### config.mk
export PLATFORM = sky130hd
export DESIGN_NAME = tcdo_ctrl
export DESIGN_NICKNAME = d
export VERILOG_FILES = /design/src/sv/tcdo_pkg.sv /design/src/sv/tcdo_ctrl.sv
export SDC_FILE = /design/constraint.sdc
export NUM_CORES = 1
export LEC_CHECK = 0
export ABC_AREA = 1
export BUFFER_PORTS_ARGS = -buffer_cell sky130_fd_sc_hd__buf_4
export CORE_MARGIN = 2
export CORE_UTILIZATION = 47
export DETAILED_ROUTE_END_ITERATION = 12
export PLACE_DENSITY = 0.81
export SYNTH_ARGS = -nofsm -noshare
export SYNTH_HDL_FRONTEND = slang
export SYNTH_SLANG_ARGS = --single-unit
export TNS_END_PERCENT = 5
### constraint.sdc
create_clock -name clk_i -period 2.25 [get_ports clk_i]
set_input_delay 0.3375 -clock clk_i [delete_from_list [all_inputs] [get_ports clk_i]]
set_output_delay 0.3375 -clock clk_i [all_outputs]
set_load 0.01 [all_outputs]
### src/sv/tcdo_pkg.sv
// Shared constants and controller/datapath interface types for the triangle counter.
package tcdo_pkg;

  localparam int unsigned MaxVerticesDef = 1024;
  localparam int unsigned MaxEdgesDef    = 16384;

  localparam int unsigned VertexW = 10;
  localparam int unsigned VcountW = 11;
  localparam int unsigned CountW  = 32;

  localparam logic OpLoad  = 1'b0;
  localparam logic OpCount = 1'b1;

  // controller -> datapath actions
  typedef struct packed {
    logic clr_step;
    logic ld_start;
    logic ld_ovf;
    logic ld_finish;
    logic b_init;
    logic b_take_deg;
    logic b_issue_adeg;
    logic b_decide;
    logic b_row;
    logic c_init;
    logic c_take_src;
    logic c_take_a0;
    logic c_take_a1;
    logic c_take_b0;
    logic c_take_b1;
    logic c_issue_x;
    logic c_take_x;
    logic c_probe;
    logic c_resolve;
    logic c_next_edge;
    logic c_next_j;
  } cmd_t;

  // datapath -> controller flags
  typedef struct packed {
    logic clr_last;
    logic ld_full;
    logic row_live;
    logic j_last;
    logic i_last;
    logic e_done;
    logic j_done;
    logic srch_done;
    logic hit;
  } sts_t;

endpackage

### src/sv/tcdo_ctrl.sv
// Sequencing state machine for load, kept-list build and intersection count.
module tcdo_ctrl (
  input  logic          clk_i,
  input  logic          rst_ni,
  input  logic          in_valid_i,
  output logic          in_ready_o,
  input  logic          op_i,
  output logic          out_valid_o,
  input  logic          out_ready_i,
  input  tcdo_pkg::sts_t sts_i,
  output tcdo_pkg::cmd_t cmd_o
);

  localparam logic [4:0] SClr  = 5'd0;
  localparam logic [4:0] SIdle = 5'd1;
  localparam logic [4:0] SLd1  = 5'd2;
  localparam logic [4:0] SB0   = 5'd3;
  localparam logic [4:0] SB1   = 5'd4;
  localparam logic [4:0] SBj0  = 5'd5;
  localparam logic [4:0] SBj1  = 5'd6;
  localparam logic [4:0] SBj2  = 5'd7;
  localparam logic [4:0] SBrow = 5'd8;
  localparam logic [4:0] SC0   = 5'd9;
  localparam logic [4:0] SC1   = 5'd10;
  localparam logic [4:0] SC2   = 5'd11;
  localparam logic [4:0] SC3   = 5'd12;
  localparam logic [4:0] SC4   = 5'd13;
  localparam logic [4:0] SC5   = 5'd14;
  localparam logic [4:0] SC6   = 5'd15;
  localparam logic [4:0] SC7   = 5'd16;
  localparam logic [4:0] SC8   = 5'd17;
  localparam logic [4:0] SC9   = 5'd18;
  localparam logic [4:0] SOut  = 5'd19;

  logic [4:0] state_q, state_d;

  always_comb begin
    state_d     = state_q;
    cmd_o       = '0;
    in_ready_o  = 1'b0;
    out_valid_o = 1'b0;
    case (state_q)
      SClr: begin
        cmd_o.clr_step = 1'b1;
        if (sts_i.clr_last) state_d = SIdle;
      end
      SIdle: begin
        in_ready_o = 1'b1;
        if (in_valid_i) begin
          if (op_i == tcdo_pkg::OpCount) begin
            cmd_o.b_init = 1'b1;
            state_d = SB0;
          end else if (sts_i.ld_full) begin
            cmd_o.ld_ovf = 1'b1;
          end else begin
            cmd_o.ld_start = 1'b1;
            state_d = SLd1;
          end
        end
      end
      SLd1: begin
        cmd_o.ld_finish = 1'b1;
        state_d = SIdle;
      end
      SB0: begin
        state_d = SB1;
      end
      SB1: begin
        cmd_o.b_take_deg = 1'b1;
        state_d = sts_i.row_live ? SBj0 : SBrow;
      end
      SBj0: begin
        state_d = SBj1;
      end
      SBj1: begin
        cmd_o.b_issue_adeg = 1'b1;
        state_d = SBj2;
      end
      SBj2: begin
        cmd_o.b_decide = 1'b1;
        state_d = sts_i.j_last ? SBrow : SBj0;
      end
      SBrow: begin
        cmd_o.b_row = 1'b1;
        if (sts_i.i_last) begin
          cmd_o.c_init = 1'b1;
          state_d = SC0;
        end else begin
          state_d = SB0;
        end
      end
      SC0: begin
        if (sts_i.e_done) begin
          state_d = SOut;
        end else begin
          state_d = SC1;
        end
      end
      SC1: begin
        cmd_o.c_take_src = 1'b1;
        state_d = SC2;
      end
      SC2: begin
        cmd_o.c_take_a0 = 1'b1;
        state_d = SC3;
      end
      SC3: begin
        cmd_o.c_take_a1 = 1'b1;
        state_d = SC4;
      end
      SC4: begin
        cmd_o.c_take_b0 = 1'b1;
        state_d = SC5;
      end
      SC5: begin
        cmd_o.c_take_b1 = 1'b1;
        state_d = SC6;
      end
      SC6: begin
        if (sts_i.j_done) begin
          cmd_o.c_next_edge = 1'b1;
          state_d = SC0;
        end else begin
          cmd_o.c_issue_x = 1'b1;
          state_d = SC7;
        end
      end
      SC7: begin
        cmd_o.c_take_x = 1'b1;
        state_d = SC8;
      end
      SC8: begin
        if (sts_i.srch_done) begin
          cmd_o.c_next_j = 1'b1;
          state_d = SC6;
        end else begin
          cmd_o.c_probe = 1'b1;
          state_d = SC9;
        end
      end
      SC9: begin
        cmd_o.c_resolve = 1'b1;
        state_d = sts_i.hit ? SC6 : SC8;
      end
      SOut: begin
        out_valid_o = 1'b1;
        if (out_ready_i) state_d = SIdle;
      end
      default: begin
        state_d = SIdle;
      end
    endcase
  end

  always_ff @(posedge clk_i or negedge rst_ni) begin
    if (!rst_ni) begin
      state_q <= SClr;
    end else begin
      state_q <= state_d;
    end
  end

endmodule

Word-level counts from Yosys, hierarchy flattened
Index checks and enable logic that the tools add are counted.

operators by class
  eq/ne operators = 23
  muxes and demuxes = 45
  reductions and logical operators = 2

operators by type and width
  operator                                                         count
  5-bit one-hot mux with 19 select lines                           1
  5-bit 2-to-1 mux                                                 9
  5-bit by 4-bit == test with 1-bit output, second input constant  8
  1-bit 2-to-1 mux                                                 28
  5-bit by 3-bit == test with 1-bit output, second input constant  4
  5-bit == test, second input constant                             4
  4-bit 2-to-1 mux                                                 3
  5-bit by 2-bit == test with 1-bit output, second input constant  2
  2-bit 2-to-1 mux                                                 4
  2-bit inequality test, second input constant                     3
  5-bit by 1-bit == test with 1-bit output, second input constant  1
  5-bit zero test                                                  1
  4-bit AND reduction                                              1
  3-bit inequality test, second input constant                     1

word-level totals
  register bits after elaboration = 5
  bits of input ports = 14
  output and inout port bits = 23
  word-level logic and storage cells = 71

Depth between registers and ports, before layout
  depth after elaboration = 4
  mapped depth = 12
  mapped depth without buffers = 11

Worst setup path before layout
No wires, ideal clock.

  kind = flip-flop to output port
  from = reg state_q[1]
  to = out cmd_o[19] in the netlist's numbering
  data arrival time = 1.156 ns
  data required time = 1.913 ns
  path slack = 0.756 ns
  stages on the path, launching flop included = 6
  buffers on the path = 0
  cells stage by stage = dfrtp_1 > inv_2 > nand2_2 > nor2_2 > nand2_2 > nor4_1

RTL lines
  element                 RTL line          RTL
  from (decl)             tcdo_ctrl.sv:35   logic [4:0] state_q, state_d;
  from (signal assigned)  tcdo_ctrl.sv:157  state_q <= SClr;
  from (signal assigned)  tcdo_ctrl.sv:159  state_q <= state_d;
  to (decl)               tcdo_ctrl.sv:11   output tcdo_pkg::cmd_t cmd_o

==> results.tsv <==
stage	metric	value	unit
route	Via density	5.32	
final_layout	Net count, final	180	
final_layout	n_diodes	0	
worst_setup_path	endpoint type of the worst setup path	output port	
yosys	Mapped Nets	139	
clocking	TritonCTS Buffers	3	
clocking	CTS tree	yes	
worst_setup_path	CP Launch Type	flop	
global_route	initial antenna violation count	0	
clocking	CTS Root Cell	clkbuf_4	
worst_setup_path	reg2reg start	state_q[4]$_DFFE_PN0P_	
worst_setup_path	CP max stage delay	0.48	ns
floorplanning	I/O Pins	37	
power_and_ir_drop	VDD IR max	0.000622	V
placement	DP Worst Slack	0.647	ns
global_route	All-Layer GR Usage	25.8	%
floorplanning	die width	42.8	um
worst_setup_path	register-to-register setup slack	0.62	ns
worst_setup_path	slowest stage cell, crit path	dfrtp_1	
yosys	sequential share of the synthesized area	17.7	%
route	post-route ant nets	0	
worst_setup_path	Setup crit start	state_q[3]$_DFFE_PN0P_	
yosys	synth unique cells	21	
floorplanning	FP Rows	14	
clocking	setup bufs post-CTS	0	
worst_setup_path	R2R cell count	10	
yosys	Synthesis Warnings	0	
route	Pre-Repair DR Iteration Count	4	
global_route	GRT overflow	0	
timing	final setup violation count	0	
clocking	clock buffer depth	2	
floorplanning	core area	1450	um^2
route	DRC errors left	0	
yosys	Avg Cell Area, Syn	5.67	um^2
final_layout	largest registers	state_q x5	
worst_setup_path	crit path cell chain	nor2_4, nand2_4, nor3_1, buf_4	
route	Iteration-0 DRC Markers	59	
clocking	worst-skew pair later-pin latency	0.27	ns
yosys	Mapped Area	708	um^2
floorplanning	Initial Util	48.7	%
floorplanning	die area	1830	um^2
placement	Placed Cells	176	
worst_setup_path	R2R Path End	state_q[0]$_DFFE_PN0P_	
final_layout	post-layout util	70.4	%
worst_setup_path	Worst Setup EP	cmd_o[3]	
floorplanning	Chip Height	42.8	um
timing	Slew HR	70.2	%
clocking	Reg clk slew, reported paths	0.05	ns
final_layout	Final Instance Count excl. Fillers	181	
timing	Final Max Tran Viols	0	
clocking	H-tree levels	1	
clocking	post-cts sizing count	0	
worst_setup_path	Crit Path Class	reg -> out	
placement	# port buffers	36	
timing	Clock Skews	0.0140	ns
worst_setup_path	crit-path max FO	8	
timing	final hold viol count	0	
timing	period utilization	84.8	%
clocking	CTS Hold Buffers Added	1	
placement	hpwl dp	1790	um
clocking	clk sink count	5	
global_route	largest net degree at the start of global routing	11	
timing	achievable frequency	0.524	GHz
global_route	vias in the first global route	872	
global_route	global-route wire length before repair	3590	um
timing	worst setup margin	0.342	ns
placement	Placer Congestion	0.907	
route	routed len/inst	12.4	um
worst_setup_path	Crit path arrival time	1.57	ns
route	final wirelength	2240	um
final_layout	fraction of layout instances using a drive strength above 1	38.8	%
worst_setup_path	CP required	1.91	ns
min_path	hold crit path type	in -> reg	
final_layout	area grow syn2layout	44.5	%
status	status	completed	
timing	hold_ws	0.343	ns
power_and_ir_drop	Static Leakage	0.000606	uW
timing	post-layout min period	1.91	ns
timing	worst-margin pin slew	0.447	ns
final_layout	max FFs per register	5	
flow_run	MaxCap Viol Count	0	
yosys	Yosys reg bits	5	
timing	total negative slack	0	ns
final_layout	Largest Register	state_q	
timing	RSZ-0062 raised after global routing	false	
yosys	Mapped Cells	125	
route	Via Count	963	
power_and_ir_drop	PwrDens	1050	nW/um^2
[stage by stage]
step                total power [uW]  instance area, um^2
floorplan                        734                  708
global placement                 947                  987
finish                          1080                 1020
CTS                             1070                 1020
detailed placement               950                  987
global route                    1170                 1020
[cell type report]
type                       count  area (um^2)
multi-input combinational     98          493
fill                         131          430
timing repair buffer          37          280
sequential                     5          125
inverter                      21         78.8
clock buffer                   4         26.3
tap                           16         20.0
[worst min-delay path by stage]
stage / startpoint / to / cells past startpoint / slack, ns
6_report: out_ready_i / state_q[1]$_DFFE_PN0P_ / 4 / 0.34
4_1_cts: out_ready_i / state_q[1]$_DFFE_PN0P_ / 4 / 0.34
5_1_grt: out_ready_i / state_q[1]$_DFFE_PN0P_ / 4 / 0.36
3_3_place_gp: rst_ni / state_q[1]$_DFFE_PN0P_ / 1 / 0.14
2_1_floorplan: rst_ni / state_q[0]$_DFFE_PN0P_ / 0 / 0.04
3_5_place_dp: rst_ni / state_q[1]$_DFFE_PN0P_ / 1 / 0.14
[where the power goes]
group	internal, uW	total (uW)	switching [uW]
clock	67.7	114	46.4
sequential	128	202	73.6
combinational	276	762	485
[critical path: cells and delay by family (launching register included)]
family	cells	cell delay [ns]
buffers and inverters	1	0.18
flip-flops	1	0.48
AND/OR/NAND/NOR	3	0.63
[cells in the final DEF, fill, tap and decap left out]
master	instances
nand4_1	6
dlygate4sd3_1	1
nor2_4	2
nand2_4	1
nor3_2	1
dfrtp_1	5
or2_1	1
nand3_1	7
nor4_1	1
nand2_2	7
a21oi_1	2
o2111ai_1	1
buf_4	36
o31ai_1	1
and3_1	1
nor2_1	25
nor2_2	8
a21oi_2	1
clkbuf_4	3
nor3_1	9
clkbuf_1	1
inv_2	5
inv_1	16
nand2_1	24
[cells by family (layout without fill, tap and decap cells)]
group,after synthesis,in the layout,share of synthesized area [%]
compound gates,5,5,4.95
simple gates,93,93,64.7
buf+inv,22,62,12.7
flops,5,5,17.7
[routing by layer]
layer  routed length, um  track usage, %  vias up  share of wire, %
met5                   0               0        -                 0
met4                  59            16.3        0               2.6
met3                 226            5.11       10                10
met2                1030            40.3       62                46
met1                 926            32.0      415                41
li1                    -               -      476                 -
[synth_stat cells]
master | number | share of area [%]
a21oi_1 | 2 | 1.4
and3_1 | 1 | 0.88
nor3_1 | 9 | 6.4
nand2_4 | 1 | 1.6
nor3_2 | 1 | 1.4
a21oi_2 | 1 | 1.2
nand3_1 | 7 | 4.9
o2111ai_1 | 1 | 1.2
or2_1 | 1 | 0.88
nor4_1 | 1 | 0.88
nor2_1 | 25 | 13
nand2_2 | 7 | 6.2
nor2_2 | 8 | 7.1
inv_1 | 16 | 8.5
nand4_1 | 6 | 5.3
o31ai_1 | 1 | 1.1
buf_6 | 1 | 1.6
dfrtp_1 | 5 | 18
nand2_1 | 24 | 13
nor2_4 | 2 | 3.2
inv_2 | 5 | 2.7
Note: power is estimated with default switching activity, not from simulation.
